--- src/vn_pkg.sv ---
// ----------------------------------------------------------------------------
// vn_pkg
// Shared widths and the pipeline payload type for the vector normaliser.
// ----------------------------------------------------------------------------
`default_nettype none
package vn_pkg;

    localparam int COMP_W  = 16;
    localparam int SQ_W    = 31;
    localparam int SUM_W   = 32;
    localparam int ROOT_W  = 16;
    localparam int REM_W   = 34;
    localparam int Q_W     = 15;
    localparam int ACC_W   = 66;
    localparam int N_COMP  = 3;
    localparam int N_ITER  = 16;
    localparam int TDATA_W = 64;
    localparam int SDATA_W = 48;

    typedef struct packed {
        logic                                valid;
        logic                                planar;
        logic [COMP_W-1:0]                   zraw;
        logic [N_COMP-1:0]                   neg;
        logic [SUM_W-1:0]                    s;
        logic [ROOT_W-1:0]                   root;
        logic [REM_W-1:0]                    rem;
        logic [N_COMP-1:0][Q_W-1:0]          q;
        logic [N_COMP-1:0][ACC_W-1:0]        w;
        logic [N_COMP-1:0][ACC_W-1:0]        e;
    } t_pipe;

endpackage
`default_nettype wire

--- src/vn_front.sv ---
// ----------------------------------------------------------------------------
// vn_front
// Squares the components, forms the sum of squares and seeds the search state.
// ----------------------------------------------------------------------------
`default_nettype none
module vn_front (
    input  wire logic                          i_clk,
    input  wire logic                          i_rst_n,
    input  wire logic                          i_en,
    input  wire logic                          i_valid,
    input  wire logic                          i_planar,
    input  wire logic [vn_pkg::SDATA_W-1:0]    i_data,
    output vn_pkg::t_pipe                      o_pipe
);

    logic                                              r_valid1;
    logic                                              r_planar1;
    logic [vn_pkg::COMP_W-1:0]                         r_zraw1;
    logic [vn_pkg::N_COMP-1:0]                         r_neg1;
    logic [vn_pkg::N_COMP-1:0][vn_pkg::SQ_W-1:0]       r_sq1;
    logic [vn_pkg::N_COMP-1:0][vn_pkg::SQ_W-1:0]       n_sq1;
    logic [vn_pkg::N_COMP-1:0]                         n_neg1;
    vn_pkg::t_pipe                                     r_pipe;
    vn_pkg::t_pipe                                     n_pipe;

    always_comb begin
        logic signed [vn_pkg::COMP_W-1:0] c;
        logic        [vn_pkg::COMP_W-1:0] a;
        for (int i = 0; i < vn_pkg::N_COMP; i++) begin
            c = $signed(i_data[i*vn_pkg::COMP_W +: vn_pkg::COMP_W]);
            a = c[vn_pkg::COMP_W-1] ? vn_pkg::COMP_W'(-c) : vn_pkg::COMP_W'(c);
            n_neg1[i] = c[vn_pkg::COMP_W-1];
            n_sq1[i]  = vn_pkg::SQ_W'(32'(a) * 32'(a));
        end
    end

    always_ff @(posedge i_clk) begin
        if (!i_rst_n) begin
            r_valid1 <= 1'b0;
        end else if (i_en) begin
            r_valid1  <= i_valid;
            r_planar1 <= i_planar;
            r_zraw1   <= i_data[2*vn_pkg::COMP_W +: vn_pkg::COMP_W];
            r_neg1    <= n_neg1;
            r_sq1     <= n_sq1;
        end
    end

    always_comb begin
        logic [vn_pkg::SUM_W-1:0] s;
        s = vn_pkg::SUM_W'(r_sq1[0]) + vn_pkg::SUM_W'(r_sq1[1])
            + (r_planar1 ? '0 : vn_pkg::SUM_W'(r_sq1[2]));
        n_pipe.valid  = r_valid1;
        n_pipe.planar = r_planar1;
        n_pipe.zraw   = r_zraw1;
        n_pipe.neg    = r_neg1;
        n_pipe.s      = s;
        n_pipe.root   = '0;
        n_pipe.rem    = vn_pkg::REM_W'(s);
        for (int i = 0; i < vn_pkg::N_COMP; i++) begin
            n_pipe.q[i] = '0;
            n_pipe.w[i] = vn_pkg::ACC_W'(-$signed({2'b00, s}));
            n_pipe.e[i] = {5'b0, r_sq1[i], 30'b0} - vn_pkg::ACC_W'(s);
        end
    end

    always_ff @(posedge i_clk) begin
        if (!i_rst_n) begin
            r_pipe.valid <= 1'b0;
        end else if (i_en) begin
            r_pipe <= n_pipe;
        end
    end

    assign o_pipe = r_pipe;

endmodule
`default_nettype wire

--- config.mk ---
export PLATFORM = sky130hd
export DESIGN_NAME = vn_front
export DESIGN_NICKNAME = d
export VERILOG_FILES = /design/src/vn_pkg.sv /design/src/vn_front.sv
export SDC_FILE = /design/constraint.sdc
export NUM_CORES = 2
export LEC_CHECK = 0
export CORE_ASPECT_RATIO = 1.4
export CORE_MARGIN = 1.5
export CORE_UTILIZATION = 50
export CTS_BUF_LIST = sky130_fd_sc_hd__clkbuf_16
export DETAILED_ROUTE_END_ITERATION = 7
export DONT_BUFFER_PORTS = 1
export MAX_ROUTING_LAYER = met4
export SLEW_MARGIN = 15
export SYNTH_ARGS = -nofsm -noshare
export SYNTH_HDL_FRONTEND = slang
export SYNTH_SLANG_ARGS = --single-unit
--- constraint.sdc ---
create_clock -name i_clk -period 22.9 [get_ports i_clk]
set_clock_uncertainty 0.15 [all_clocks]
set_input_delay 1.145 -clock i_clk [delete_from_list [all_inputs] [get_ports i_clk]]
set_output_delay 1.145 -clock i_clk [all_outputs]
set_load 0.01 [all_outputs]
==> results.toml <==
[outcome]
outcome = "finished clean"

[placed_design]
numPortBuffers = 0
placed_area_um2 = 38460
hpwlAfterDp_mm = 92.69
finalWeightedCongestion = 0.9723

[drt]
routedWlPerCell_um = 23.14
first_pass_iters = 6
vias = 25850
drtIter0Drc = 1516
wl_mm = 110.3
viasPerCell = 5.425
drt.antenna.violating_nets = 0
drc = 0

[layout]
fin_area_um2 = 39740
area_growth_pct = 1.227
drive_above_1_share_pct = 4.196
nets = 4588

[timing]
setup_viol = 0
period_needed_ns = 9.503
finalHoldViolCount = 0
slew_viol_final = 0
worstMarginPinSlew_ns = 1.180
relSlewSlack_pct = 21.50
clock.fmax_ghz = 0.1052
rsz0062_at_grt = "no"
fin_crit_sh_pct = 41.50
tns_ns = 0

[global_routing]
grt_pass1_vias = 26870
grt_pass1_wl_mm = 164.9
grt_overflow = 0
antenna_found_initial = 0
grt_max_degree = 70
grt_usage_pct = 28.91

[setup_path]
crit_path_end_kind = "register"
worstSetupStartpointType = "input port"
cp.required_ns = 23.06
critical-path-max-stage-delay_ns = 0.55
crit_type = "in2reg"
cp.arrival_ns = 9.66
cpMostUsedCell = "fa_1"
crit_path_top_delay_cell = "fa_1"
critPathMaxFanout = 17

[clocking]
cts_num_sinks = 319
htreeDepth = 2
cts_resized = 0
hold_buffers = 0
clockRootBuffer = "clkbuf_16"
clkTransAtPathRegs_ns = 0.06
cts_buffers = 38
cts_buffer_depth = 3
cts_tree = "yes"
worstSkewPairLatency_ns = 0.59
post_cts_buffers = 0

[die]
row_count = 121
die_height_um = 334.6
die_area_um2 = 80230
die_x_um = 239.8
core_area_um2 = 77820
io_pins = 597
initial_core_util_pct = 50.45

[yosys]
synth-edff-count = 317
synth_most_common_cell = "inv_1"
synth_top_area_share_pct = 26.77
ys_warn_count = 0
yosysUniqueCellTypes = 84
synth-simple-area-share_pct = 10.84
synth_mux_area_share_pct = 0.1020
netlist_area_um2 = 39260
synth_xor_area_share_pct = 6.113
netlist_instances = 3923
synth_area_leader_cell = "fa_1"
synth-adder-area-share_pct = 37.00
synth_top_family_by_area = "adder cells"
synth_compound_area_share_pct = 7.005
yosysSeqAreaShare_pct = 24.35
ys_top_cells_by_count = "inv_1, fa_1, buf_4"
synth_area_leaders = "fa_1, edfxtp_1, ha_1"
synthArstFlopShare_pct = 0
synth_ff_type = "edfxtp_1"
synthesis.area_per_instance_um2 = 10.01
synth.ff_latch_count = 319

[worst_hold_path]
hold_path.class = "reg2reg"

[run]
cap_violations = 0
[layout make-up]
type | instances | area (um^2)
Antenna cell | 2 | 5.005
Clock buffer | 39 | 975.9
Clock inverter | 30 | 304.0
Fill cell | 7274 | 38080
Inverter | 764 | 2868
Multi-Input combinational cell | 2519 | 24370
Sequential cell | 319 | 9559
Tap cell | 1045 | 1308
Timing Repair Buffer | 47 | 352.8
[cell families (layout without fill, tap and decap cells)]
| kind of cell | count (synthesis) | in the layout |
|---|---|---|
| buffers and inverters | 1182 | 880 |
| and+or+nand+nor | 891 | 891 |
| adders and majority gates | 846 | 846 |
| AOI/OAI and AO/OA | 405 | 405 |
| DFF | 319 | 319 |
| xor gates and xnor gates | 274 | 274 |
| muxes | 4 | 4 |
| other | 2 | 101 |
[flip-flops by register name, indices dropped and copies added (netlist names)]
signal and count:
r_sq1 89, o_pipe 210, r_valid1 1, r_zraw1 16, r_planar1 1, r_neg1 2
[metal layers]
layer | global-route usage (%) | part of all wire (%) | routed length (um)
met5 | - | 0 | 0
met1 | 31.67 | 36 | 39490
met3 | 4.256 | 6.0 | 6639
met2 | 49.52 | 51 | 56050
met4 | 17.50 | 7.3 | 8072
[critical path, delay by kind of cell]
kind,cells,cell delay [ns]
fa+ha+maj,8,3.56
compound gates,10,2.07
simple gates,7,1.28
buf+inv,5,1.05
xor+xnor,2,0.56
[placed cells by master (no fill, tap or decap), types with 47 or more instances in the layout]
cell type  count
o21ai_0       67
xor2_1       136
xnor2_1      136
nand2_1      309
ha_1         321
buf_4         47
inv_1        754
conb_1        99
nor2_1       255
nor3_1        53
edfxtp_1     317
a21oi_1       92
fa_1         525
[path summary, 6_finish.rpt]
kind	start	to	slack, ns	cells past startpoint
max	i_data[16]	r_sq1[61]$_DFFE_PP_	13.40	32
min	r_zraw1[6]$_DFFE_PP_	o_pipe[532]$_DFFE_PP_	0.27	0
max reg2reg	r_planar1$_DFFE_PP_	o_pipe[122]$_DFFE_PP_	15.13	23
min reg2reg	r_zraw1[6]$_DFFE_PP_	o_pipe[532]$_DFFE_PP_	0.27	0
[metrics by stage]
step	setup slack [ns]	util, %	hold WS, ns	std cells
floorplan	13.58	-	0.2503	4020
global placement	12.97	49.42	0.2519	4694
detailed placement	12.86	49.42	0.2555	4694
CTS	13.44	51.06	0.2689	4763
global route	12.84	51.06	0.2803	4763
finish	13.40	51.07	0.2691	4765
Power is left out: the tool's default activity adds up to more than one toggle a clock period on the data nets, which glitch-free logic cannot reach.
