**config.mk**
```make
export PLATFORM = sky130hd
export DESIGN_NAME = vn_iter
export DESIGN_NICKNAME = d
export VERILOG_FILES = /design/src/vn_pkg.sv /design/src/vn_iter.sv
export SDC_FILE = /design/constraint.sdc
export NUM_CORES = 1
export LEC_CHECK = 0
export BUFFER_PORTS_ARGS = -buffer_cell sky130_fd_sc_hd__buf_2
export CORE_AREA = 2 2 424 426
export DETAILED_ROUTE_END_ITERATION = 8
export DIE_AREA = 0 0 426 428
export PLACE_DENSITY = 0.3
export SLEW_MARGIN = 15
export SYNTH_ARGS = -nofsm -noshare
export SYNTH_HDL_FRONTEND = slang
export SYNTH_SLANG_ARGS = --single-unit
```
**constraint.sdc**
```tcl
create_clock -name i_clk -period 15.9 [get_ports i_clk]
set_input_delay 3.18 -clock i_clk [delete_from_list [all_inputs] [get_ports i_clk]]
set_output_delay 3.18 -clock i_clk [all_outputs]
set_load 0.01 [all_outputs]
```
**src/vn_pkg.sv**
```systemverilog
// ----------------------------------------------------------------------------
// vn_pkg
// Shared widths and the pipeline payload type for the vector normaliser.
// ----------------------------------------------------------------------------
`default_nettype none
package vn_pkg;

    localparam int COMP_W  = 16;
    localparam int SQ_W    = 31;
    localparam int SUM_W   = 32;
    localparam int ROOT_W  = 16;
    localparam int REM_W   = 34;
    localparam int Q_W     = 15;
    localparam int ACC_W   = 66;
    localparam int N_COMP  = 3;
    localparam int N_ITER  = 16;
    localparam int TDATA_W = 64;
    localparam int SDATA_W = 48;

    typedef struct packed {
        logic                                valid;
        logic                                planar;
        logic [COMP_W-1:0]                   zraw;
        logic [N_COMP-1:0]                   neg;
        logic [SUM_W-1:0]                    s;
        logic [ROOT_W-1:0]                   root;
        logic [REM_W-1:0]                    rem;
        logic [N_COMP-1:0][Q_W-1:0]          q;
        logic [N_COMP-1:0][ACC_W-1:0]        w;
        logic [N_COMP-1:0][ACC_W-1:0]        e;
    } t_pipe;

endpackage
`default_nettype wire

```
**src/vn_iter.sv**
```systemverilog
// ----------------------------------------------------------------------------
// vn_iter
// One root bit and, for B < Q_W, one quotient bit of each scaled component.
// ----------------------------------------------------------------------------
`default_nettype none
module vn_iter #(
    parameter int B = 15
) (
    input  wire logic  i_clk,
    input  wire logic  i_rst_n,
    input  wire logic  i_en,
    input  wire vn_pkg::t_pipe i_pipe,
    output vn_pkg::t_pipe o_pipe
);

    vn_pkg::t_pipe r_pipe;
    vn_pkg::t_pipe n_pipe;

    always_comb begin
        logic [vn_pkg::REM_W-1:0]        trial;
        logic signed [vn_pkg::ACC_W-1:0] ss;
        logic signed [vn_pkg::ACC_W-1:0] d;
        n_pipe = i_pipe;
        trial  = ({(vn_pkg::REM_W-vn_pkg::ROOT_W-1)'(0), i_pipe.root, 1'b0}
                  + (vn_pkg::REM_W'(1) << B)) << B;
        if (trial <= i_pipe.rem) begin
            n_pipe.rem  = i_pipe.rem - trial;
            n_pipe.root = i_pipe.root | (vn_pkg::ROOT_W'(1) << B);
        end
        ss = $signed({(vn_pkg::ACC_W-vn_pkg::SUM_W)'(0), i_pipe.s});
        for (int i = 0; i < vn_pkg::N_COMP; i++) begin
            d = ($signed(i_pipe.w[i]) <<< (B + 2)) + (ss <<< (2*B + 2));
            if (B < vn_pkg::Q_W && d <= $signed(i_pipe.e[i])) begin
                n_pipe.e[i] = i_pipe.e[i] - d;
                n_pipe.w[i] = i_pipe.w[i] + (ss <<< (B + 1));
                n_pipe.q[i] = i_pipe.q[i] | vn_pkg::Q_W'(1 << B);
            end
        end
    end

    always_ff @(posedge i_clk) begin
        if (!i_rst_n) begin
            r_pipe.valid <= 1'b0;
        end else if (i_en) begin
            r_pipe <= n_pipe;
        end
    end

    assign o_pipe = r_pipe;

endmodule
`default_nettype wire

```
==> impl_metrics.py <==
metrics = {
    "finish": {
        "fillers": 19800,
        "area_growth_pct": 61.5,
        "nets": 2459,
        "final_core_util_pct": 16.1,
        "drive_gt1_share_pct": 62.8,
        "largest_reg_flops": 544,
        "fin_area_um2": 28600,
    },
    "grt": {
        "grt_start_max_net_pins": 148,
        "antenna_found_initial": 99,
        "first_global_vias": 12100,
        "top_usage_layer": "met2",
        "grt_first_pass_wirelength_um": 136000,
        "met2_usage_pct": 20.1,
        "grt_util_met3_pct": 3.83,
        "grtUsageMet1_pct": 13.7,
        "grt_usage_pct": 11.6,
        "grt_remaining_overflow": 0,
    },
    "clock_tree": {
        "clockBufferDepth": 3,
        "numCtsBuffers": 74,
        "postCtsHoldBufs": 0,
        "clk_pin_slew_ns": 0.06,
        "root_buffer": "clkbuf_16",
        "cts.sinks": 544,
        "cts_setup_buffers": 0,
        "cts_tree": "built",
        "cts_resized": 0,
        "htreeDepth": 3,
        "clock_latency_ns": 0.64,
    },
    "timing": {
        "rsz0062_at_grt": "no",
        "setup_violations": 0,
        "skew_ns": 0,
        "slew_headroom_pct": 29.9,
        "finalSetupTns_ns": 0,
        "max_freq_mhz": 160,
        "tightest_slew_ns": 1.05,
        "slew_violations": 0,
        "finalHoldViolations": 0,
        "period_minus_slack_ns": 6.24,
        "period_share_pct": 39.3,
    },
    "power": {
        "leakagePower_uw": 0.0112,
        "finalPower_uw": 3820,
        "netSwitchingFraction_pct": 26.0,
        "power_density_nw_per_um2": 133,
        "ir_worst_vdd_uv": 75.4,
        "switchingPower_uw": 992,
        "p_comb_share_pct": 9.4,
        "pwr-share-clk_pct": 45.1,
        "p_int_uw": 2820,
        "pwr-share-seq_pct": 45.5,
    },
    "hold_path": {
        "hold_path_end": "o_pipe[543]",
        "worstHoldStart": "o_pipe[543]",
        "hold_class": "register to register",
        "min_path_cells": 2,
    },
    "floorplan": {
        "initial_utilization_pct": 9.97,
        "die_area_um2": 182000,
        "row_count": 155,
        "die_h_um": 428,
        "ioPinCount": 1091,
        "die_x_um": 426,
        "fp.coreArea_um2": 178000,
    },
    "routing": {
        "drtIter0Drc": 753,
        "ant_nets": 0,
        "avgRoutedWirePerCell_um": 25.4,
        "vias": 12300,
        "first_pass_iters": 5,
        "drc": 0,
        "wl_um": 109000,
        "via_per_inst": 2.86,
    },
    "setup_path": {
        "worstSetupPathType": "input pin to register",
        "critical_path_required_ns": 16.28,
        "cp_slowest_cell": "nor2_4",
        "r2r_cells": 2,
        "endpoint_kind": "register",
        "crit_buf_inv": 3,
        "crit_path_cell_trace": "buf_2 -> inv_1 -> ha_1 -> inv_1 -> fa_1 -> a21o_1 -> a311oi_1 -> o21ai_1 -> o211a_1 -> nor2_4 -> mux2_2",
        "critical-path-top-delay-family": "compound AO/OA/AOI/OAI gates",
        "worstSetupStartpointType": "input pin",
        "crit_fanout": 17,
        "r2r_setup_slack_ns": 15.31,
        "cpMostUsedCell": "inv_1",
        "r2r-end": "o_pipe[543]",
        "arrival_ns": 6.63,
        "r2r-start": "o_pipe[543]",
        "max_stage_delay_ns": 0.66,
    },
    "yosys": {
        "synth_fp_nets": 1292,
        "synth_cell_types": 51,
        "synth_flop_cell": "edfxtp_1",
        "synth_area_per_cell_um2": 24.4,
        "synth_area_um2": 17700,
        "synthCells": 726,
        "synth_edf_count": 543,
        "ys_warn_count": 0,
        "ys_seq_area_share_pct": 92.2,
        "async_flop_share_pct": 0,
        "ys_ff_latch": 544,
    },
    "run": {
        "drv_cap": 0,
    },
    "placement": {
        "gp_congestion": 0.898,
        "dpl_cell_area_um2": 26100,
        "placement.io_buffers": 1090,
        "dpl.hpwl_um": 91800,
    },
    "outcome": {
        "status": "finished, final reports clean",
    },
}
worst max path at each step:
stage | start | depth (start not counted) | end
global route | i_pipe[457] | 11 | o_pipe[462]
global placement | i_pipe[457] | 11 | o_pipe[461]
finish | i_pipe[457] | 11 | o_pipe[462]
floorplan | i_rst_n | 1 | o_pipe[0]
detailed placement | i_pipe[457] | 11 | o_pipe[460]
CTS | i_pipe[457] | 11 | o_pipe[462]
power by group through the flow:
stage / clock [uW] / sequential (uW) / combinational [uW]
floorplan: 0 / 1820 / 69.0
global placement: 0 / 1770 / 373
detailed placement: 0 / 1770 / 371
CTS: 1810 / 1740 / 372
global route: 1850 / 1750 / 388
finish: 1720 / 1740 / 359
cells by family (layout without fill, tap and decap cells):
logic type               Yosys count  after routing  share of synthesized area, %
buffers and inverters             26           1251                         0.664
other                              0              3                             0
adder cells (fa/ha/maj)           19             19                          1.39
multiplexers                      20             20                          1.36
AND/OR/NAND/NOR                   51             51                          1.74
flip-flops                       544            544                          92.2
XOR/XNOR                          11             11                         0.544
AO/OA/AOI/OAI                     55             55                          2.11
per-stage QoR:
stage,hold slack (ns),instances,worst slack (ns)
after detailed placement,0.506,4172,8.70
after global placement,0.534,4172,8.64
after global routing,0.569,4306,9.41
after floorplan,0.538,726,5.62
final,0.523,4309,9.66
after CTS,0.524,4306,9.41
Yosys cell counts (2+ instances only):
master / n / share of area (%)
nor3b_1: 3 / 0.13
a21oi_1: 15 / 0.42
ha_1: 18 / 1.3
a311oi_1: 3 / 0.15
nand3b_1: 4 / 0.17
clkbuf_1: 3 / 0.064
nor4_1: 3 / 0.11
o211a_1: 2 / 0.11
a21o_1: 6 / 0.25
mux2_4: 6 / 0.51
nor2_1: 8 / 0.17
xor2_1: 4 / 0.20
a211oi_1: 3 / 0.13
nor2b_1: 2 / 0.071
inv_1: 20 / 0.42
nand3_1: 4 / 0.11
xnor2_1: 7 / 0.35
o21ai_0: 9 / 0.25
edfxtp_1: 543 / 92
o21a_1: 4 / 0.17
and2_1: 2 / 0.071
nand4_1: 3 / 0.11
o211ai_1: 2 / 0.085
mux2i_1: 6 / 0.34
a21boi_0: 2 / 0.085
or2_2: 2 / 0.071
or3_2: 2 / 0.085
nand2_1: 10 / 0.21
mux2_2: 8 / 0.51
final cells by class:
type | instances | area (um2) | area share (%)
multi-input cells | 156 | 1260 | 4.42
clock buffers | 96 | 1940 | 6.80
inverters | 20 | 75.1 | 0.263
flip-flops and latches | 544 | 16300 | 57.1
repair buffers | 1097 | 5520 | 19.3
clock inverters | 38 | 504 | 1.76
well taps | 2355 | 2950 | 10.3
diodes | 3 | 7.51 | 0.0263
layout by cell type (no fill, tap or decap), types with 9 or more instances in the layout:
master	Yosys	final
o21ai_0	9	9
edfxtp_1	543	543
clkbuf_1	3	21
clkbuf_16	0	74
buf_2	0	1090
ha_1	18	18
clkinv_1	0	10
a21oi_1	15	15
nand2_1	10	10
inv_1	20	20
worst reg2reg max path: stages, from the launching register on:
cell,delay (ns)
dfxtp_1,0.30
mux2i_1,0.12
nor2b_1,0.06
metal layers:
layer,wire [um],vias up
li1,-,5277
met1,43800,6138
met2,54500,666
met3,8290,256
met4,2830,8
met5,43,-
Note: power is estimated with default switching activity, not from simulation.
