===== src/vn_pkg.sv =====
// ----------------------------------------------------------------------------
// vn_pkg
// Shared widths and the pipeline payload type for the vector normaliser.
// ----------------------------------------------------------------------------
`default_nettype none
package vn_pkg;

    localparam int COMP_W  = 16;
    localparam int SQ_W    = 31;
    localparam int SUM_W   = 32;
    localparam int ROOT_W  = 16;
    localparam int REM_W   = 34;
    localparam int Q_W     = 15;
    localparam int ACC_W   = 66;
    localparam int N_COMP  = 3;
    localparam int N_ITER  = 16;
    localparam int TDATA_W = 64;
    localparam int SDATA_W = 48;

    typedef struct packed {
        logic                                valid;
        logic                                planar;
        logic [COMP_W-1:0]                   zraw;
        logic [N_COMP-1:0]                   neg;
        logic [SUM_W-1:0]                    s;
        logic [ROOT_W-1:0]                   root;
        logic [REM_W-1:0]                    rem;
        logic [N_COMP-1:0][Q_W-1:0]          q;
        logic [N_COMP-1:0][ACC_W-1:0]        w;
        logic [N_COMP-1:0][ACC_W-1:0]        e;
    } t_pipe;

endpackage
`default_nettype wire


===== src/vn_back.sv =====
// ----------------------------------------------------------------------------
// vn_back
// Rounds the length, applies signs and the zero case, and holds the output beat.
// ----------------------------------------------------------------------------
`default_nettype none
module vn_back (
    input  wire logic                          i_clk,
    input  wire logic                          i_rst_n,
    input  wire logic                          i_m_tready,
    input  wire vn_pkg::t_pipe                 i_pipe,
    output logic                               o_en,
    output logic                               o_m_tvalid,
    output logic [vn_pkg::TDATA_W-1:0]         o_m_tdata,
    output logic                               o_m_tuser
);

    logic                          r_valid;
    logic [vn_pkg::TDATA_W-1:0]    r_data;
    logic                          r_user;
    logic [vn_pkg::TDATA_W-1:0]    n_data;
    logic                          n_user;

    assign o_en = !r_valid || i_m_tready;

    always_comb begin
        logic [vn_pkg::COMP_W-1:0] u;
        logic [vn_pkg::ROOT_W-1:0] len;
        n_user = (i_pipe.s == '0);
        len = i_pipe.root
              + vn_pkg::ROOT_W'(i_pipe.rem > vn_pkg::REM_W'(i_pipe.root));
        for (int i = 0; i < vn_pkg::N_COMP; i++) begin
            u = {1'b0, i_pipe.q[i]};
            if (i_pipe.neg[i]) begin
                u = -u;
            end
            n_data[i*vn_pkg::COMP_W +: vn_pkg::COMP_W] = n_user ? '0 : u;
        end
        if (i_pipe.planar) begin
            n_data[2*vn_pkg::COMP_W +: vn_pkg::COMP_W] = i_pipe.zraw;
        end
        n_data[3*vn_pkg::COMP_W +: vn_pkg::COMP_W] = n_user ? '0 : len;
    end

    always_ff @(posedge i_clk) begin
        if (!i_rst_n) begin
            r_valid <= 1'b0;
        end else if (o_en) begin
            r_valid <= i_pipe.valid;
            r_data  <= n_data;
            r_user  <= n_user;
        end
    end

    assign o_m_tvalid = r_valid;
    assign o_m_tdata  = r_data;
    assign o_m_tuser  = r_user;

endmodule
`default_nettype wire

===== config.mk =====
export PLATFORM = sky130hd
export DESIGN_NAME = vn_back
export DESIGN_NICKNAME = d
export VERILOG_FILES = /design/src/vn_pkg.sv /design/src/vn_back.sv
export SDC_FILE = /design/constraint.sdc
export NUM_CORES = 1
export LEC_CHECK = 0
export BUFFER_PORTS_ARGS = -buffer_cell sky130_fd_sc_hd__clkbuf_2
export CORE_AREA = 8 8 231 233
export DETAILED_ROUTE_END_ITERATION = 12
export DIE_AREA = 0 0 239 241
export SLEW_MARGIN = 20
export SYNTH_ARGS = -nofsm -noshare
export SYNTH_HDL_FRONTEND = slang
export SYNTH_SLANG_ARGS = --single-unit

===== constraint.sdc =====
create_clock -name i_clk -period 3.2 [get_ports i_clk]
set_input_delay 0.32 -clock i_clk [delete_from_list [all_inputs] [get_ports i_clk]]
set_output_delay 0.32 -clock i_clk [all_outputs]
set_load 0.03 [all_outputs]

==> results of run 1 <==
-- per-stage QoR --
step / cells / util (%) / total power [mW]
finish: 1326 / 13.33 / 2.866
global route: 1325 / 13.32 / 3.003
CTS: 1325 / 13.32 / 2.923
detailed placement: 1309 / 12.63 / 1.685
global placement: 1309 / 12.63 / 1.675
floorplan: 415 / - / 1.392
-- final timing paths --
path,slack [ns],cells past startpoint,end
setup / recovery,0.38,14,o_m_tdata[62]
hold / removal,0.21,3,o_m_tvalid
setup reg to reg,1.56,2,o_m_tdata[63]
hold reg to reg,0.55,2,o_m_tvalid
-- metal layers --
layer | global-route usage [%] | wire length (um) | up-vias
met4 | 1.424 | 153 | 6
met3 | 2.968 | 2063 | 12
met5 | 0 | 43 | -
met1 | 8.280 | 8866 | 1970
li1 | - | - | 2054
met2 | 10.49 | 8977 | 198
-- layout by cell type, fill, tap and decap left out, drive strengths merged, types with 5 or more instances in the layout --
cell type | synthesis | final
nand2 | 20 | 20
or3 | 13 | 13
or4 | 10 | 10
nor2b | 5 | 5
nor4 | 18 | 18
o31ai | 29 | 29
edfxtp | 65 | 65
o41ai | 13 | 13
inv | 27 | 27
a21oi | 15 | 15
ha | 21 | 21
buf | 2 | 22
nand3 | 10 | 10
mux2i | 5 | 5
o21ai | 14 | 14
clkbuf | 15 | 227
nand4 | 7 | 7
xnor2 | 16 | 16
or2 | 6 | 6
nor2 | 41 | 41
xor2 | 25 | 25
-- sequential cells by signal, indices dropped and copies added, names as in the netlist --
signal and flops:
o_m_tdata 64, o_m_tvalid 1, o_m_tuser 1
-- where the power goes --
| part | total, mW | leakage [nW] | internal (mW) | switching [mW] |
|---|---|---|---|---|
| Clock | 1.21 | 0.163 | 0.766 | 0.442 |
| Combinational | 0.606 | 1.87 | 0.214 | 0.391 |
| Sequential | 1.05 | 0.640 | 1.03 | 0.0192 |
| Total | 2.87 | 2.67 | 2.01 | 0.852 |
-- final cells by class --
class                   count  area share, %
diodes                      1        0.03781
inverters                  28          1.588
flip-flops and latches     66          29.79
well taps                 672          12.70
multi-input cells         304          31.78
clock inverters             6          1.739
repair buffers            239          18.90
clock buffers              10          3.459
-- cells by family (layout without fill, tap and decap cells) --
family                   Yosys count  after routing  share of synthesized area, %
AO/OA/AOI/OAI                     91             91                         15.10
multiplexers                       5              5                         1.182
adder cells (fa/ha/maj)           21             21                         6.204
other                              0              1                             0
flip-flops                        66             66                         46.56
XOR/XNOR                          41             41                         8.478
buffers and inverters             45            283                         4.017
AND/OR/NAND/NOR                  146            146                         18.46
-- critical path, stage by stage --
cell and delay, ns:
clkbuf_2 0.10, inv_1 0.04, ha_1 0.28, nand4_1 0.12
buf_4 0.18, o41ai_1 0.31, o22ai_1 0.12, a32oi_1 0.17
ha_1 0.22, ha_1 0.18, nand4_1 0.12, buf_4 0.20
or4_1 0.49, a21oi_1 0.15
==> impl_results.md, run 1 <==
- Finish-stage setup viols: 0
- Number of placement rows: 82
- Worst Path Required: 3.39 ns
- Die ar.: between 50000 and 60000 sq um
- Postcts setup bufs: 0
- Hold Vio Cnt, Final: 0
- Routed Antenna Nets: 0
- Largest net degree at the start of global routing: 66
- Fin nets: between 1000 and 1500
- Synth Instances: between 400 and 500
- Layout cells sized above 1: slightly above 40%
- Drt wl/cell: roughly 15 um
- CTS max path bufs: 2
- Worst r2r src: o_m_tvalid
- Post-CTS Hold Fix Bufs: 0
- Synthesized cell area: 4235 sq um
- Post-DP HPWL: about 17000 um
- Status: finished, final reports clean
- Fillers: approximately 5700
- Synth top area share: a little under half
- Asr flop ratio synth: 0%
- Post-synth EDFFs: 65
- DRC Markers: 0
- GRT Util Overall: 6.641%
- Fin area: around 6600 sq um
- Multi-input gate area: between 2000 and 2500 sq um
- Die Wd: between 200 and 250 um
- Mapped Nets: 983
- Startpoint Class: input port
- Die Y: ~240 um
- Pwr Density: about 430 nW/um^2
- Final wirelength: roughly 20000 um
- Total grt overflow: 0
- Clock latency reported for the late side of the worst-skew pair: 0.34 ns
- Post_cts resized: 0
- CTS Sinks: 66
- Setup_tns: 0 ns
- Maximum VDD drop: roughly 0.24 mV
- Critical path class: input port to register
- Min Tclk post-route: roughly 2.8 ns
- Critical path arrival: roughly 3 ns
- Synth warnings: 0
- Vias in the first global route: between 4000 and 5000
- Worst-margin pin slew: 0.9743 ns
- CP max FO: 4
- Post-Place Cell Area: 6272 sq um
- Max frequency: 355.0 MHz
- Flops & latches, synth: 66
- Initial antenna violation count: 6
- Synth unique cells: 47
- Number of CTS-inserted buffers: 9
- Slew headroom: around a third
- Maxcap violations: 0
- Placeable Area: around 50000 sq um
- Crit path launch: i_pipe[488]
- CTS tree: yes
- Leakage power: between 2 and 3 nW
- Initial Util: approximately 8.5%
- Pins Over Slew Limit: 0
- Post-synth top area cell: edfxtp_1
- DRT iter0 DRCs: around 220
- Worst Hold Slack: between 0.2 and 0.25 ns
- RSZ-0062 raised after global routing: false
- Dominant cells by area after synthesis: edfxtp_1, ha_1, xor2_1, o31ai_1, nor2_1
- CTS H-tree depth: 3
- GPL Wtd Cong: about 0.82
- First-pass GRT wire length: around 28000 um
- Root Buffer: clkbuf_16
- Hold_sp: i_pipe[543]
- PortBufs: around 220
- Reg area: between 1500 and 2000 sq um
- Via count: approximately 4200
- Sequential share of the synthesized area: between 40 and 50%
- Ys flop type: edfxtp_1
- Post-route setup slack: around 0.38 ns
- Fin Clk Skew: 0.006856 ns
- Clk pin slew, worst setup/hold paths: 0.07 ns
- Pre-CTS setup slack: between 0.03 and 0.04 ns
- DR vias/cell: approximately 3.2
- Count leader, synth: edfxtp_1
- Top post-synthesis cells by count: edfxtp_1, nor2_1, o31ai_1, inv_1, xor2_1
- Final Cycle Share: roughly 88%
- Critical Path End Type: register
- Pre-Repair DR Iteration Count: 4
- Min-delay worst type: input port to register
- Average cell area after synthesis: 10.21 sq um
- Syn-to-layout area delta: 56.28%
- Total I/O pin count: slightly above 600
Power figures use the tool's default switching activity.
==> inputs of run 2 (changes only) <==
--- a/config.mk
+++ b/config.mk
@@ -6,9 +6,10 @@
 export NUM_CORES = 1
 export LEC_CHECK = 0
 export BUFFER_PORTS_ARGS = -buffer_cell sky130_fd_sc_hd__clkbuf_2
-export CORE_AREA = 8 8 231 233
+export CORE_AREA = 8 8 232 234
 export DETAILED_ROUTE_END_ITERATION = 12
-export DIE_AREA = 0 0 239 241
+export DIE_AREA = 0 0 240 242
+export REMOVE_ABC_BUFFERS = 1
 export SLEW_MARGIN = 20
 export SYNTH_ARGS = -nofsm -noshare
 export SYNTH_HDL_FRONTEND = slang
==> constraint.sdc (replaced) <==
create_clock -name i_clk -period 2.3 [get_ports i_clk]
set_input_delay 0.23 -clock i_clk [delete_from_list [all_inputs] [get_ports i_clk]]
set_output_delay 0.23 -clock i_clk [all_outputs]
set_load 0.03 [all_outputs]
==> run 2 against run 1 <==
Critical path depth shrank 2. Via count grew 6.0%. Flip-flop and latch count is the same. The run now ends with negative setup slack left. Sequential power grew 40%. Clock skew grew 0.0045 ns. Combinational power grew 59%. Non-clock buffer count grew 44. Register-to-register slack lost 0.70 ns. Count of clock-buffer cells in the layout shrank 1. Largest cell class unchanged.
==> impl_results.md, run 2 (synthesis gave the netlist of run 1 again) <==
- Pre-CTS setup slack: -0.5461 ns (was 0.03878 ns)
- Die ar.: 58080 sq um (was 57600 sq um)
- Maxcap violations: 0 (unchanged)
- Pins Over Slew Limit: 0 (unchanged)
- Number of CTS-inserted buffers: 9 (unchanged)
- Root Buffer: clkbuf_16 (unchanged)
- Dpl cells: 1354 (was 1309)
- CTS max path bufs: 2 (unchanged)
- Routed Antenna Nets: 0 (unchanged)
- Worst-margin pin slew: 0.6719 ns (was 0.9743 ns)
- DRT met1 WL: 8947 um (was 8866 um)
- Commonest non-fill, non-tap cell in the layout: clkbuf_2 (unchanged)
- Maximum VDD drop: 0.2499 mV (was 0.2447 mV)
- RSZ-0062 raised after global routing: true (was false)
- Failing checks: negative setup slack
- Fillers: 5772 (was 5713)
- Number of placement rows: 83 (was 82)
- Uppermost layer routed: met5 (unchanged)
- Total grt overflow: 0 (unchanged)
- Initial antenna violation count: 14 (was 6)
- Critical path arrival: 2.69 ns (was 3.01 ns)
- Max reg flops: 64 (unchanged)
- Critical Path End Type: register (unchanged)
- Syn-to-layout area delta: 70.58% (was 56.28%)
- Total I/O pin count: 614 (unchanged)
- CTS Sinks: 66 (unchanged)
- Worst Path Required: 2.50 ns (was 3.39 ns)
- Slew headroom: 54.82% (was 35.05%)
- Via count: 4494 (was 4240)
- GPL Wtd Cong: 0.8432 (was 0.8209)
- Post-route setup slack: -0.1908 ns (was 0.3835 ns)
- Hold_sp: i_pipe[543] (unchanged)
- Commonest cells after routing, fill and taps aside: clkbuf_2, edfxtp_1, buf_4 (was clkbuf_2, edfxtp_1, nor2_1)
- Final Cycle Share: 108.3%
- Max frequency: between 400 and 500 MHz
- Leakage power: 2.919 nW (was 2.670 nW)
- DR vias/cell: 3.252 (was 3.198)
- Pwr Density: 534.2 nW/um^2 (was 433.1 nW/um^2)
- Pwr Total: 3.859 mW (was 2.866 mW)
- Critical path class: input port to register (unchanged)
- Slowest stage cell, crit path: or4_4 (was or4_1)
- Pre-Repair DR Iteration Count: 4 (unchanged)
- Fin nets: 1260 (was 1216)
- Startpoint Class: input port (unchanged)
- Worst r2r src: o_m_tvalid (unchanged)
- PortBufs: 217 (unchanged)
- Min-delay worst type: input port to register (unchanged)
- Placeable Area: 50470 sq um (was 49660 sq um)
- Clock latency reported for the late side of the worst-skew pair: 0.34 ns (about the same)
- Initial Util: 8.392% (was 8.529%)
- Post-DP HPWL: 18700 um (was 16770 um)
- Register-to-register setup slack: 0.86 ns (was 1.56 ns)
- Post-CTS Hold Fix Bufs: 0 (unchanged)
- Crit-path max cell delay: 0.49 ns (about the same)
- CTS tree: yes (unchanged)
- Met2 wire len: 9823 um (was 8977 um)
- CP Cell Sequence: buf_8, inv_4, ha_4, nand4_1, o41ai_2, o22ai_2, a32oi_1, ha_2, and4_1, nand2_2, or4_4, a21oi_2 (was clkbuf_2, inv_1, ha_1, nand4_1, buf_4, o41ai_1, o22ai_1, a32oi_1, ha_1, ha_1, nand4_1, buf_4, or4_1, a21oi_1)
- Fin area: 7224 sq um (was 6619 sq um)
- First-pass GRT wire length: 31310 um (was 28150 um)
- Worst path bufs/invs: 2 (was 4)
- GRT Util Overall: 7.376% (was 6.641%)
- Layout cells sized above 1: 48.64% (was 40.43%)
- Wire length on met3: 3076 um (was 2063 um)
- Crit-path leading delay family: simple AND/OR/NAND/NOR gates (was compound AO/OA/AOI/OAI gates)
- Die Wd: 240 um (was 239 um)
- Crit path launch: i_pipe[490] (was i_pipe[488])
- Largest net degree at the start of global routing: 45 (was 66)
- DRT iter0 DRCs: 208 (was 224)
- Fin Clk Skew: 0.01134 ns (was 0.006856 ns)
- CTS H-tree depth: 3 (unchanged)
- CP max FO: 6 (was 4)
- DRC Markers: 0 (unchanged)
- Vias in the first global route: 4836 (was 4414)
- Finish-stage setup viols: 13 (was 0)
- Post-Place Cell Area: 6598 sq um (was 6272 sq um)
- Hold Vio Cnt, Final: 0 (unchanged)
- Status: finished, violations left (was finished, final reports clean)
- Min Tclk post-route: between 2 and 2.5 ns
- Die Y: 242 um (was 241 um)
- Drt wl/cell: 15.99 um (was 15.16 um)
- Clk pin slew, worst setup/hold paths: 0.06 ns (was 0.07 ns)
- Non-filler cells, final: 1382 (was 1326)
- Final wirelength: 22100 um (was 20100 um)
-- run 2: cell types whose count changed in the layout (fill, tap and decap cells not counted), sizes merged --
| cell | previous run | this run |
|---|---|---|
| buf | 22 | 71 |
| clkbuf | 227 | 221 |
| diode | 1 | 5 |
| bufinv | 3 | 1 |
| inv | 27 | 29 |
| clkinv | 3 | 4 |
-- run 2: cell type report --
cell class              count  area (sq um)  share of cell area [%]
diodes                      5         12.51                  0.1732
clock buffers               9         225.2                   3.117
clock inverters             7         67.56                  0.9352
inverters                  28         115.1                   1.593
multi-input cells         304          2312                   32.01
flip-flops and latches     66          1972                   27.29
well taps                 680         850.8                   11.78
repair buffers            283          1669                   23.10
-- run 2: timing repair --
action	CTS	global route
endpoints found under the setup margin	8	13
resized for setup	21	33
buffers inserted	3	4
pin swaps	17	20
-- run 2: per-stage QoR --
stage	setup TNS (ns)	utilization (%)	hold slack, ns
3_5_place_dp	-5.777	13.07	0.4830
6_report	-1.354	14.31	0.1259
3_3_place_gp	-4.857	13.07	0.4660
2_1_floorplan	-79.04	-	0.3688
4_1_cts	-0.2623	13.96	0.1049
5_1_grt	-2.466	14.29	0.1200
-- run 2: report_power, final --
part	internal [mW]	leakage, nW	switching (mW)
Combinational	0.384	2.14	0.580
Clock	0.839	0.141	0.583
Sequential	1.44	0.640	0.0349
Total	2.66	2.92	1.20
-- run 2: final timing paths --
check | endpoint | depth (start not counted)
setup reg to reg | o_m_tdata[38] | 3
hold reg to reg | o_m_tvalid | 2
hold / removal | o_m_tvalid | 3
setup / recovery | o_m_tdata[63] | 12
-- run 2: worst min-delay path: stages --
cell and delay (ns):
clkbuf_2 0.08, inv_1 0.04, a21boi_0 0.06
-- run 2: per-layer routing --
metal	vias up	global-route usage (%)
li1	2149	-
met1	2110	8.385
met2	206	11.71
met3	21	4.709
met4	8	1.213
met5	-	0
